### src/abmf_pkg.sv
// ----------------------------------------------------------------------------
// abmf_pkg
// Shared widths, opcodes and flag limits for the 8-bit ALU with a Booth
// multiplier and status flags.
// ----------------------------------------------------------------------------
package abmf_pkg;

  localparam int OPND_W    = 8;   // operand port width
  localparam int CMD_W     = 4;   // command port width
  localparam int ACC_W     = 16;  // accumulator width
  localparam int ALU_W_DEF = 8;   // default datapath width

  localparam logic [CMD_W-1:0] CMD_ADD = 4'd1;
  localparam logic [CMD_W-1:0] CMD_SUB = 4'd2;
  localparam logic [CMD_W-1:0] CMD_MUL = 4'd3;
  localparam logic [CMD_W-1:0] CMD_AND = 4'd4;
  localparam logic [CMD_W-1:0] CMD_OR  = 4'd5;
  localparam logic [CMD_W-1:0] CMD_NOT = 4'd6;
  localparam logic [CMD_W-1:0] CMD_XOR = 4'd7;
  localparam logic [CMD_W-1:0] CMD_SHR = 4'd8;
  localparam logic [CMD_W-1:0] CMD_SHL = 4'd9;

  localparam logic [ACC_W-1:0] CARRY_LIMIT = 16'h01FF;
  localparam logic [ACC_W-1:0] OVF_LIMIT   = 16'h00FF;

endpackage

### src/alu8_booth_multiply_flags_unit.sv
// ----------------------------------------------------------------------------
// alu8_booth_multiply_flags_unit
// Accumulator ALU: add, sub, Booth multiply, logic ops and shifts, with flags.
// ----------------------------------------------------------------------------
// Usage:
//   Request channel: in_valid/in_ready carry operand_a, operand_b, command.
//   Result channel:  out_valid/out_ready carry acc_value and the flags.
//   Each request yields exactly one result, in order.
//   A request accepted into the input register moves on into the result
//   register once that is free (one input register, one result register).
//   Throughput: one request per cycle, sustained, while results are taken.
//   The accumulator feeds back from the result stage into the compute
//   stage, where invalid commands keep it; every valid operation replaces it.
//   Stall: if out_ready is low the result holds; one more request may still
//   be taken into the input register, then in_ready drops until space frees.
//   Reset (rst, synchronous): both stages empty, accumulator cleared to 0,
//   flags as for a zero accumulator.
//   Invalid commands keep the accumulator, recompute flags, set bad_opcode.
//   ALU_W sets the ALU width; operand bits above it are ignored.
// ----------------------------------------------------------------------------
module alu8_booth_multiply_flags_unit #(
  parameter int ALU_W = abmf_pkg::ALU_W_DEF
) (
  input  logic                        clk,
  input  logic                        rst,
  input  logic                        in_valid,
  output logic                        in_ready,
  input  logic [abmf_pkg::OPND_W-1:0] operand_a,
  input  logic [abmf_pkg::OPND_W-1:0] operand_b,
  input  logic [abmf_pkg::CMD_W-1:0]  command,
  output logic                        out_valid,
  input  logic                        out_ready,
  output logic [abmf_pkg::ACC_W-1:0]  acc_value,
  output logic                        zero_flag,
  output logic                        carry_flag,
  output logic                        overflow_flag,
  output logic                        sign_flag,
  output logic                        bad_opcode
);

  import abmf_pkg::*;

  localparam int DW = ALU_W;
  localparam int SW = (DW > 1) ? $clog2(DW) : 1;  // shift amount bits when < DW

  // ---- input register -------------------------------------------------------
  logic              s1_valid;
  logic [OPND_W-1:0] s1_a;
  logic [OPND_W-1:0] s1_b;
  logic [CMD_W-1:0]  s1_cmd;
  logic              s1_adv;    // stage 1 moves into the result register

  // ---- result register / accumulator ----------------------------------------
  logic [ACC_W-1:0]  acc;
  logic [ACC_W-1:0]  acc_next;

  // ---- compute stage ---------------------------------------------------------
  logic [DW-1:0]     a_m;
  logic [DW-1:0]     b_m;
  logic [DW-1:0]     r;
  logic [2*DW-1:0]   prod;
  logic [ACC_W-1:0]  r_acc;
  logic              bad;
  logic              sign_next;

  assign s1_adv   = s1_valid && (!out_valid || out_ready);
  assign in_ready = !s1_valid || s1_adv;

  always_ff @(posedge clk) begin
    if (rst) begin
      s1_valid <= 1'b0;
    end else if (in_ready) begin
      s1_valid <= in_valid;
    end
  end

  // payload needs no reset
  always_ff @(posedge clk) begin
    if (in_ready && in_valid) begin
      s1_a   <= operand_a;
      s1_b   <= operand_b;
      s1_cmd <= command;
    end
  end

  // bits above ALU_W drop out here (or zero-extend for wider datapaths)
  assign a_m = DW'(s1_a);
  assign b_m = DW'(s1_b);

  abmf_booth_mul #(
    .DW (DW)
  ) u_mul (
    .a (a_m),
    .b (b_m),
    .p (prod)
  );

  always_comb begin
    r   = '0;
    bad = 1'b0;
    case (s1_cmd)
      CMD_ADD: r = a_m + b_m;
      CMD_SUB: r = a_m - b_m;
      CMD_MUL: r = '0;              // product taken separately, wider
      CMD_AND: r = a_m & b_m;
      CMD_OR:  r = a_m | b_m;
      CMD_NOT: r = ~a_m;
      CMD_XOR: r = a_m ^ b_m;
      CMD_SHR: r = (b_m >= DW'(DW)) ? '0 : (a_m >> b_m[SW-1:0]);
      CMD_SHL: r = (b_m >= DW'(DW)) ? '0 : (a_m << b_m[SW-1:0]);
      default: bad = 1'b1;
    endcase
  end

  assign r_acc    = (s1_cmd == CMD_MUL) ? ACC_W'(prod) : ACC_W'(r);
  assign acc_next = bad ? acc : r_acc;

  // sign comes from the datapath's top bit, if the accumulator has it
  generate
    if (DW - 1 < ACC_W) begin : g_sign
      assign sign_next = acc_next[DW-1];
    end else begin : g_nosign
      assign sign_next = 1'b0;
    end
  endgenerate

  always_ff @(posedge clk) begin
    if (rst) begin
      out_valid     <= 1'b0;
      acc           <= '0;
      zero_flag     <= 1'b1;
      carry_flag    <= 1'b0;
      overflow_flag <= 1'b0;
      sign_flag     <= 1'b0;
      bad_opcode    <= 1'b0;
    end else begin
      if (s1_adv) begin
        out_valid     <= 1'b1;
        acc           <= acc_next;
        zero_flag     <= (acc_next == '0);
        carry_flag    <= (acc_next >= CARRY_LIMIT);
        overflow_flag <= (acc_next >= OVF_LIMIT);
        sign_flag     <= sign_next;
        bad_opcode    <= bad;
      end else if (out_ready) begin
        out_valid <= 1'b0;
      end
    end
  end

  // the accumulator only changes when a result loads, so it is the result
  assign acc_value = acc;

`ifndef SYNTHESIS
  // accumulator moves only with a loaded result
  assert property (@(posedge clk) disable iff (rst) !s1_adv |=> $stable(acc))
    else $error("accumulator changed without a result load");

  // a bad command keeps the accumulator and reports it
  assert property (@(posedge clk) disable iff (rst)
    (s1_adv && bad) |=> ($stable(acc) && bad_opcode && out_valid))
    else $error("bad command altered accumulator or was not flagged");

  // zero and overflow flags track the accumulator they were computed from
  assert property (@(posedge clk) disable iff (rst)
    (zero_flag == (acc == '0)) && (overflow_flag == (acc >= OVF_LIMIT)))
    else $error("flags out of step with accumulator");
`endif

endmodule

### src/abmf_booth_mul.sv
// ----------------------------------------------------------------------------
// abmf_booth_mul
// Signed radix-4 Booth multiplier, combinational, full 2*DW-bit product.
// ----------------------------------------------------------------------------
module abmf_booth_mul #(
  parameter int DW = 8
) (
  input  logic [DW-1:0]   a,
  input  logic [DW-1:0]   b,
  output logic [2*DW-1:0] p
);

  localparam int NB  = DW + (DW % 2);  // multiplier width rounded up to even
  localparam int NPP = NB / 2;         // number of Booth digits
  localparam int PW  = 2 * DW;

  logic [NB:0]   bx;                   // sign-extended multiplier, zero appended
  logic [PW-1:0] ax;
  logic [PW-1:0] ax2;
  logic [PW-1:0] pp [NPP];

  assign bx  = {NB'($signed(b)), 1'b0};
  assign ax  = PW'($signed(a));
  assign ax2 = {ax[PW-2:0], 1'b0};

  // one partial product per digit, all independent
  always_comb begin
    for (int i = 0; i < NPP; i++) begin
      case (bx[2*i +: 3])
        3'b001, 3'b010: pp[i] = ax << (2 * i);
        3'b011:         pp[i] = ax2 << (2 * i);
        3'b100:         pp[i] = (~ax2 + 1'b1) << (2 * i);
        3'b101, 3'b110: pp[i] = (~ax + 1'b1) << (2 * i);
        default:        pp[i] = '0;
      endcase
    end
  end

  always_comb begin
    p = '0;
    for (int i = 0; i < NPP; i++) begin
      p = p + pp[i];
    end
  end

endmodule
### config.mk
export PLATFORM = sky130hd
export DESIGN_NAME = alu8_booth_multiply_flags_unit
export DESIGN_NICKNAME = d
export VERILOG_FILES = /design/src/abmf_pkg.sv /design/src/alu8_booth_multiply_flags_unit.sv /design/src/abmf_booth_mul.sv
export SDC_FILE = /design/constraint.sdc
export NUM_CORES = 1
export LEC_CHECK = 0
export BUFFER_PORTS_ARGS = -buffer_cell sky130_fd_sc_hd__buf_4
export CORE_MARGIN = 5
export CORE_UTILIZATION = 30
export DETAILED_ROUTE_END_ITERATION = 6
export GPL_TIMING_DRIVEN = 0
export PLACE_DENSITY = 0.46
export SKIP_LAST_GASP = 1
export SLEW_MARGIN = 20
export SYNTH_ARGS = -nofsm -noshare
export SYNTH_HDL_FRONTEND = slang
export SYNTH_SLANG_ARGS = --single-unit
### constraint.sdc
create_clock -name clk -period 7.04 [get_ports clk]
set_input_delay 0.352 -clock clk [delete_from_list [all_inputs] [get_ports clk]]
set_output_delay 0.352 -clock clk [all_outputs]
set_load 0.01 [all_outputs]
==> results of run 1 <==
[logic make-up after synthesis]
kind of cell,share of synthesized area [%]
mux,4.43
buf+inv,7.94
fa+ha+maj,16.7
simple gates,20.6
flops,17.1
xor+xnor,6.40
compound gates,26.8
[cell type report]
| class | instances | area, µm² | share of cell area [%] |
|---|---|---|---|
| inverters | 62 | 233 | 3.36 |
| repair buffers | 46 | 345 | 4.99 |
| flip-flops and latches | 42 | 1040 | 15.0 |
| clock buffers | 5 | 125 | 1.81 |
| clock inverters | 3 | 23.8 | 0.343 |
| multi-input cells | 627 | 4570 | 66.0 |
| well taps | 270 | 338 | 4.88 |
| plain buffers | 57 | 245 | 3.54 |
[what timing repair did]
item / 4_1_cts / 5_1_grt
setup endpoints to repair: 2 / 2
gates cloned: 0 / 0
hold buffers: 0 / 0
gates resized for setup: 1 / 1
[cells in the mapped netlist, types with 8 or more instances]
master / number / area (µm²)
clkbuf_1: 38 / 143
or3_1: 8 / 50.1
o21ai_0: 32 / 160
mux2i_1: 9 / 90.1
nor2_1: 76 / 285
nand2b_1: 16 / 100
nand2_1: 73 / 274
nor3_1: 18 / 90.1
o22ai_1: 16 / 100
a221oi_1: 12 / 105
buf_2: 11 / 55.1
dfxtp_1: 22 / 440
edfxtp_1: 20 / 601
ha_1: 46 / 576
a211oi_1: 13 / 97.6
a31oi_1: 22 / 138
a21oi_1: 61 / 305
a21o_1: 8 / 60.1
nand3_1: 12 / 60.1
xor2_1: 9 / 78.8
nor2b_1: 9 / 56.3
inv_1: 58 / 218
xnor2_1: 33 / 289
o211ai_1: 9 / 67.6
fa_1: 22 / 440
[flip-flops by register name, summed over array words and instances (netlist names)]
| name | cells |
|---|---|
| a_m | 8 |
| acc_value | 16 |
| b_m | 8 |
| bad_opcode | 1 |
| carry_flag | 1 |
| out_valid | 1 |
| overflow_flag | 1 |
| s1_cmd | 4 |
| s1_valid | 1 |
| zero_flag | 1 |
[worst max-delay path, delay by kind of cell, from the launching register on]
family / cells / cell delay, ns
fa+ha+maj: 4 / 1.74
xor+xnor: 2 / 0.40
buf+inv: 4 / 0.63
flops: 1 / 0.51
simple gates: 5 / 1.27
compound gates: 9 / 1.85
[per-layer routing]
layer	up-vias	GRT usage (%)	wire [µm]
met3	60	2.10	1330
met2	250	30.8	10400
met4	0	8.53	1100
li1	2968	-	-
met5	-	0	0
met1	3100	27.4	10600
[worst max-delay path by stage]
stage                          to  slack (ns)  cells after the start
floorplan           overflow_flag        1.32                     26
global placement    overflow_flag       -0.08                     26
detailed placement  overflow_flag       -0.06                     26
CTS                 overflow_flag        0.17                     26
global route        overflow_flag        0.05                     24
finish              overflow_flag        0.51                     24
[power by group through the flow]
| stage | Combinational [mW] | Clock [mW] | Sequential (mW) |
|---|---|---|---|
| 2_1_floorplan | 0.536 | 0 | 0.290 |
| 3_3_place_gp | 0.744 | 0 | 0.294 |
| 3_5_place_dp | 0.742 | 0 | 0.294 |
| 4_1_cts | 0.747 | 0.253 | 0.288 |
| 5_1_grt | 0.827 | 0.263 | 0.290 |
| 6_report | 0.742 | 0.242 | 0.288 |
==> impl_results.md, run 1 <==
- Wire per inst: 21.1 µm
- Synth Instances: 790
- Hold Violations, Final: 0
- Setup TNS: 0 ns
- Initial antenna violation count: 0
- Pre-CTS setup slack: -0.0560 ns
- Switching power: 571 µW
- Outcome: complete, no violations
- Final worst slack: 0.506 ns
- CP cell instances: clkbuf_2 -> inv_1 -> ha_2 -> nand2b_1 -> nor2_1 -> xnor2_1 -> nor2_1 -> a21oi_1 -> o22ai_1 -> nand2_1 -> o21ai_0 -> fa_1 -> inv_1 -> fa_1 -> inv_1 -> ha_1 -> a21o_1 -> a21oi_1 -> a21boi_1 -> o31ai_1 -> xnor2_1 -> a211o_1 -> or4_1 -> o31a_1
- Die Area: 0.0233 mm²
- DR pass1 iterations: 5
- Clock Sinks: 42
- Cell Area, Synth: 0.00610 mm²
- Ports: 47
- Core outline area: 0.0201 mm²
- Port Buffers: 46
- WS Path Type: reg -> reg
- Post-DP Area: 0.00678 mm²
- Setup Skew: 0.0122 ns
- Post-synth EDFFs: 20
- Critical path startpoint: a_m[1]
- Antenna Cells: 0
- Count of different cell masters after synthesis: 82
- Max Clock Freq: 0.153 GHz
- Commonest non-fill, non-tap cell in the layout: nor2_1
- Total GRT Usage: 19.6%
- Syn_nets: 882
- Actual slew at the worst max-slew pin: 0.971 ns
- Cell leakage power: 2.74 nW
- CP Capture Type: flop
- Switching portion of total power: 44.9%
- Unrepaired setup endpoints after global routing: false
- Minimum clock period: 6.53 ns
- Vias/cell: 5.74
- Maxcap violations: 0
- Max clock buf depth: 2
- Postcts setup bufs: 0
- Post-synth top flop: dfxtp_1
- Filler cells: 2182
- Global-route wire length before repair: 36100 µm
- Clock power share: 19.0%
- Design Area, Final: 0.00692 mm²
- Worst r2r dst: overflow_flag
- Effective utilization at floorplan: 30.3%
- Root buffer cell: clkbuf_16
- CTS clock-pin slew for the worst setup and hold paths: 0.07 ns
- Post-detailed-route count of antenna-violating nets: 0
- Final HPWL DP: 18200 µm
- CTS tree: built
- Arr. time, crit path: 6.72 ns
- H-tree depth: 2
- Crit-path most repeated cell: inv_1
- Post-route clock period utilization: 92.8%
- HP Class: in -> reg
- Routed wire length: 23400 µm
- Yosys warns: 0
- Placed cell count: 1106
- GRT overflow: 0
- Slew Viols, Final: 0
- GP Congestion: 0.967
- Worst VDD drop: 0.0835 mV
- Nets: 933
- Design Power: 1.27 mW
- Critical Path RT: 7.23 ns
- Async SR Flop Fraction: 0%
- Clock Latency Late Sink: 0.31 ns
- Yosys reg bits: 42
- Reg power frac: 22.6%
- R2r worst-path depth: 24
- Non-Filler Instances: 1112
- Post-synthesis sequential area ratio: 17.1%
- CP max stage cell: or4_1
- Final setup viols: 0
- Mapped Avg Cell Area: 7.72 µm²
- Slew HR: 35.3%
- Largest stage delay on the critical path: 0.55 ns
- Area Overhead vs Synth: 13.6%
- Share of post-route cells with drive strength above 1: 12.0%
- Comb pwr share: 58.3%
- Num CTS Buffers: 5
- Fin Hold WS: 0.218 ns
- Chip height: 153 µm
- Worst Hold Launch: operand_b[4]
- Vias in the first global route: 6157
- Chip width: 153 µm
- Total number of vias: 6378
- WHS Path Cells: 1
- Hold worst-path end: b_m[4]
- Iter 0 DRT Violations: 585
- Cell-internal power: 701 µW
- Power Dens Cells: 184 mW/mm²
- Worst r2r src: a_m[1]
- Core Rows: 52
- Reg2Reg Setup Slack: 0.51 ns
- Most frequent cells in the layout: nor2_1, nand2_1, a21oi_1, inv_1, buf_4
- Crit Path Max Fanout: 10
- Critical Path Start Type: flop
- Largest net degree at the start of global routing: 21
- # DRC: 0
- Final Util: 34.4%
Note: power is estimated with default switching activity, not from simulation.
==> run 2: changes to the inputs <==
--- a/config.mk
+++ b/config.mk
@@ -5,12 +5,12 @@
 export SDC_FILE = /design/constraint.sdc
 export NUM_CORES = 1
 export LEC_CHECK = 0
-export BUFFER_PORTS_ARGS = -buffer_cell sky130_fd_sc_hd__buf_4
 export CORE_MARGIN = 5
-export CORE_UTILIZATION = 30
+export CORE_UTILIZATION = 50
 export DETAILED_ROUTE_END_ITERATION = 6
+export DONT_BUFFER_PORTS = 1
 export GPL_TIMING_DRIVEN = 0
-export PLACE_DENSITY = 0.46
+export PLACE_DENSITY = 0.65
 export SKIP_LAST_GASP = 1
 export SLEW_MARGIN = 20
 export SYNTH_ARGS = -nofsm -noshare
==> run 2 against run 1 <==
Effect of this change: final area is 7.2% lower; worst hold slack got worse by 0.079 ns; via count fell by 0.16%; clock skew fell by 0.0050 ns; sequential share of layout area increased by 1.2 points; register-to-register slack got worse by 0.10 ns; non-clock buffer count fell by 46; final cell count shrank 15%; worst setup slack got worse by 0.10 ns; critical path type unchanged; critical endpoint unchanged; highest routed layer unchanged.
==> impl_results.md, run 2 (synthesized netlist as in run 1, its figures left out) <==
- Chip width: 120 µm (-21%)
- # DRC: 0 (unchanged)
- H-tree depth: 2 (unchanged)
- CP bufs+invs: 4 (unchanged)
- Outcome: complete, no violations
- Post-route clock period utilization: 94.2% (+1.4 points)
- Vias/cell: 6.75 (+18%)
- Core outline area: 0.0120 mm² (-41%)
- Most frequent cells in the layout: nor2_1, nand2_1, a21oi_1, inv_1, ha_1
- Reg power frac: 23.1% (+0.5 points)
- Maxcap violations: 0 (unchanged)
- Register Area: 0.00104 mm² (unchanged)
- Cell-internal power: 698 µW (-0.46%)
- Crit Path Max Fanout: 10 (unchanged)
- Final Util: 53.7% (+19 points)
- Area Overhead vs Synth: 5.44%
- Post-detailed-route count of antenna-violating nets: 0 (unchanged)
- CTS clock-pin slew for the worst setup and hold paths: 0.07 ns (about the same)
- CP cell instances: clkbuf_2 -> inv_1 -> ha_2 -> nand2b_1 -> nor2_1 -> xnor2_1 -> nor2_1 -> a21oi_1 -> o22ai_1 -> nand2_1 -> o21ai_0 -> fa_1 -> inv_1 -> fa_1 -> inv_1 -> ha_1 -> a21o_1 -> a21oi_1 -> a21boi_1 -> o31ai_1 -> xnor2_1 -> a211o_1 -> or4_1 -> o31a_1
- WS Path Type: reg -> reg
- Slew HR: 37.2% (+1.9 points)
- CP Capture Type: flop
- DR pass1 iterations: 6 (+1)
- Slew Viols, Final: 0 (unchanged)
- Hold-fix buffers at CTS: 0 (unchanged)
- Wire per inst: 23.9 µm (+14%)
- Crit-path most repeated cell: inv_1
- Postcts setup bufs: 0 (unchanged)
- Commonest non-fill, non-tap cell in the layout: nor2_1
- Setup Skew: 0.00716 ns (-0.00505 ns)
- Share of post-route cells with drive strength above 1: 6.78% (-5.2 points)
- Initial antenna violation count: 0 (unchanged)
- Clock Sinks: 42 (unchanged)
- CTS tree: built
- Root buffer cell: clkbuf_16
- Effective utilization at floorplan: 51.0% (+21 points)
- Max clock buf depth: 2 (unchanged)
- GP Congestion: 1.04 (+7.0%)
- Antenna Cells: 0 (unchanged)
- Worst VDD drop: 0.115 mV (+38%)
- Ports: 47 (unchanged)
- Critical Path Start Type: flop
- Design Area, Final: 0.00643 mm² (-7.2%)
- Power Dens Cells: 196 mW/mm² (+6.8%)
- Number of flip-flops in the largest register: 16 (unchanged)
- Die Area: 0.0145 mm² (-38%)
- Post-DP Area: 0.00628 mm² (-7.4%)
- Largest stage delay on the critical path: 0.54 ns (about the same)
- Routed wire length: 22600 µm (-3.7%)
- Max Clock Freq: 0.151 GHz (-1.5%)
- Clock power share: 20.0% (+1.0 points)
- Arr. time, crit path: 6.83 ns (+0.11 ns)
- Critical path startpoint: a_m[1]
- Top delay family on crit path: compound AO/OA/AOI/OAI gates
- Cell leakage power: 2.52 nW (-8.2%)
- Iter 0 DRT Violations: 846 (+45%)
- HP Class: in -> reg
- Switching power: 563 µW (-1.4%)
- Global-route wire length before repair: 35000 µm (-3.1%)
- GRT overflow: 0 (unchanged)
- Final setup viols: 0 (unchanged)
- Port Buffers: 0 (-100%)
- Filler cells: 1176 (-46%)
- Total number of vias: 6368 (-0.16%)
- Hold Violations, Final: 0 (unchanged)
- Unrepaired setup endpoints after global routing: false
- Total GRT Usage: 31.3% (+12 points)
- Final worst slack: 0.406 ns (-0.0997 ns)
- Worst r2r src: a_m[1]
- Critical Path RT: 7.24 ns (about the same)
- Comb pwr share: 56.9% (-1.4 points)
- Final HPWL DP: 17700 µm (-3.0%)
- Actual slew at the worst max-slew pin: 0.942 ns (-0.0290 ns)
- Setup TNS: 0 ns (unchanged)
- Multi-input gate area: 0.00457 mm² (unchanged)
- CP max stage cell: fa_1
- Chip height: 120 µm (-21%)
- Core Rows: 40 (-23%)
- Clock Latency Late Sink: 0.30 ns (about the same)
- Worst Hold Launch: operand_b[3]
- Num CTS Buffers: 5 (unchanged)
- Nets: 887 (-4.9%)
- Minimum clock period: 6.63 ns (+0.0997 ns)
- Largest net degree at the start of global routing: 21 (unchanged)
- Pre-CTS setup slack: -0.128 ns (-0.0723 ns)
- Vias in the first global route: 6171 (+0.23%)
- Switching portion of total power: 44.6% (-0.23 points)
==> run 2: changes by cell type in the layout (fill, tap and decap cells not counted), sizes merged <==
cell / before / now
buf: 66 / 20
clkbuf: 42 / 44
clkinvlp: 2 / 0
==> run 2: per-layer routing <==
| metal | routed length [µm] | up-vias | track usage, % |
|---|---|---|---|
| li1 | - | 2881 | - |
| met1 | 9240 | 3025 | 40.8 |
| met2 | 9970 | 375 | 48.3 |
| met3 | 1800 | 87 | 5.57 |
| met4 | 1560 | 0 | 18.6 |
| met5 | 0 | - | 0 |
==> run 2: final timing paths <==
kind                                       to  slack (ns)  cells past startpoint
worst max-delay path            overflow_flag        0.41                     24
worst max register to register  overflow_flag        0.41                     24
worst min register to register      out_valid        0.53                      2
worst min-delay path                   b_m[3]        0.14                      0
==> run 2: cell type report <==
class | count | area share, %
buffer | 57 | 3.82
clock buffer | 7 | 2.22
clock inverter | 1 | 0.136
inverter | 62 | 3.62
multi-input combinational | 627 | 71.2
sequential | 42 | 16.2
tap | 147 | 2.86
==> run 2: what timing repair did <==
action | in CTS | in global routing
setup endpoints to repair | 2 | 2
endpoints found under the hold margin | 0 | 0
resized for setup | 1 | 1
==> run 2: per-stage QoR <==
stage | power, mW | instances | hold WS (ns)
after floorplan | 0.826 | 790 | 0.451
after global placement | 0.993 | 937 | 0.451
after detailed placement | 1.00 | 937 | 0.451
after CTS | 1.26 | 945 | 0.141
after global routing | 1.36 | 943 | 0.136
final | 1.26 | 943 | 0.140
==> run 2: power groups by stage <==
stage                     clock (mW)  combinational (mW)  sequential, mW
after CTS                      0.253               0.712           0.291
after floorplan                    0               0.536           0.290
after detailed placement           0               0.705           0.297
final                          0.252               0.718           0.292
after global placement             0               0.697           0.296
after global routing           0.264               0.801           0.293
==> run 2: worst reg2reg max path, stage by stage (launching register included) <==
cell and delay [ns]:
edfxtp_1 0.50, clkbuf_2 0.39, inv_1 0.17, ha_2 0.30, nand2b_1 0.38, nor2_1 0.14, xnor2_1 0.43, nor2_1 0.08
a21oi_1 0.13, o22ai_1 0.11, nand2_1 0.09, o21ai_0 0.11, fa_1 0.52, inv_1 0.06, fa_1 0.54, inv_1 0.04
ha_1 0.33, a21o_1 0.20, a21oi_1 0.26, a21boi_1 0.16, o31ai_1 0.30, xnor2_1 0.13, a211o_1 0.35, or4_1 0.53
o31a_1 0.29
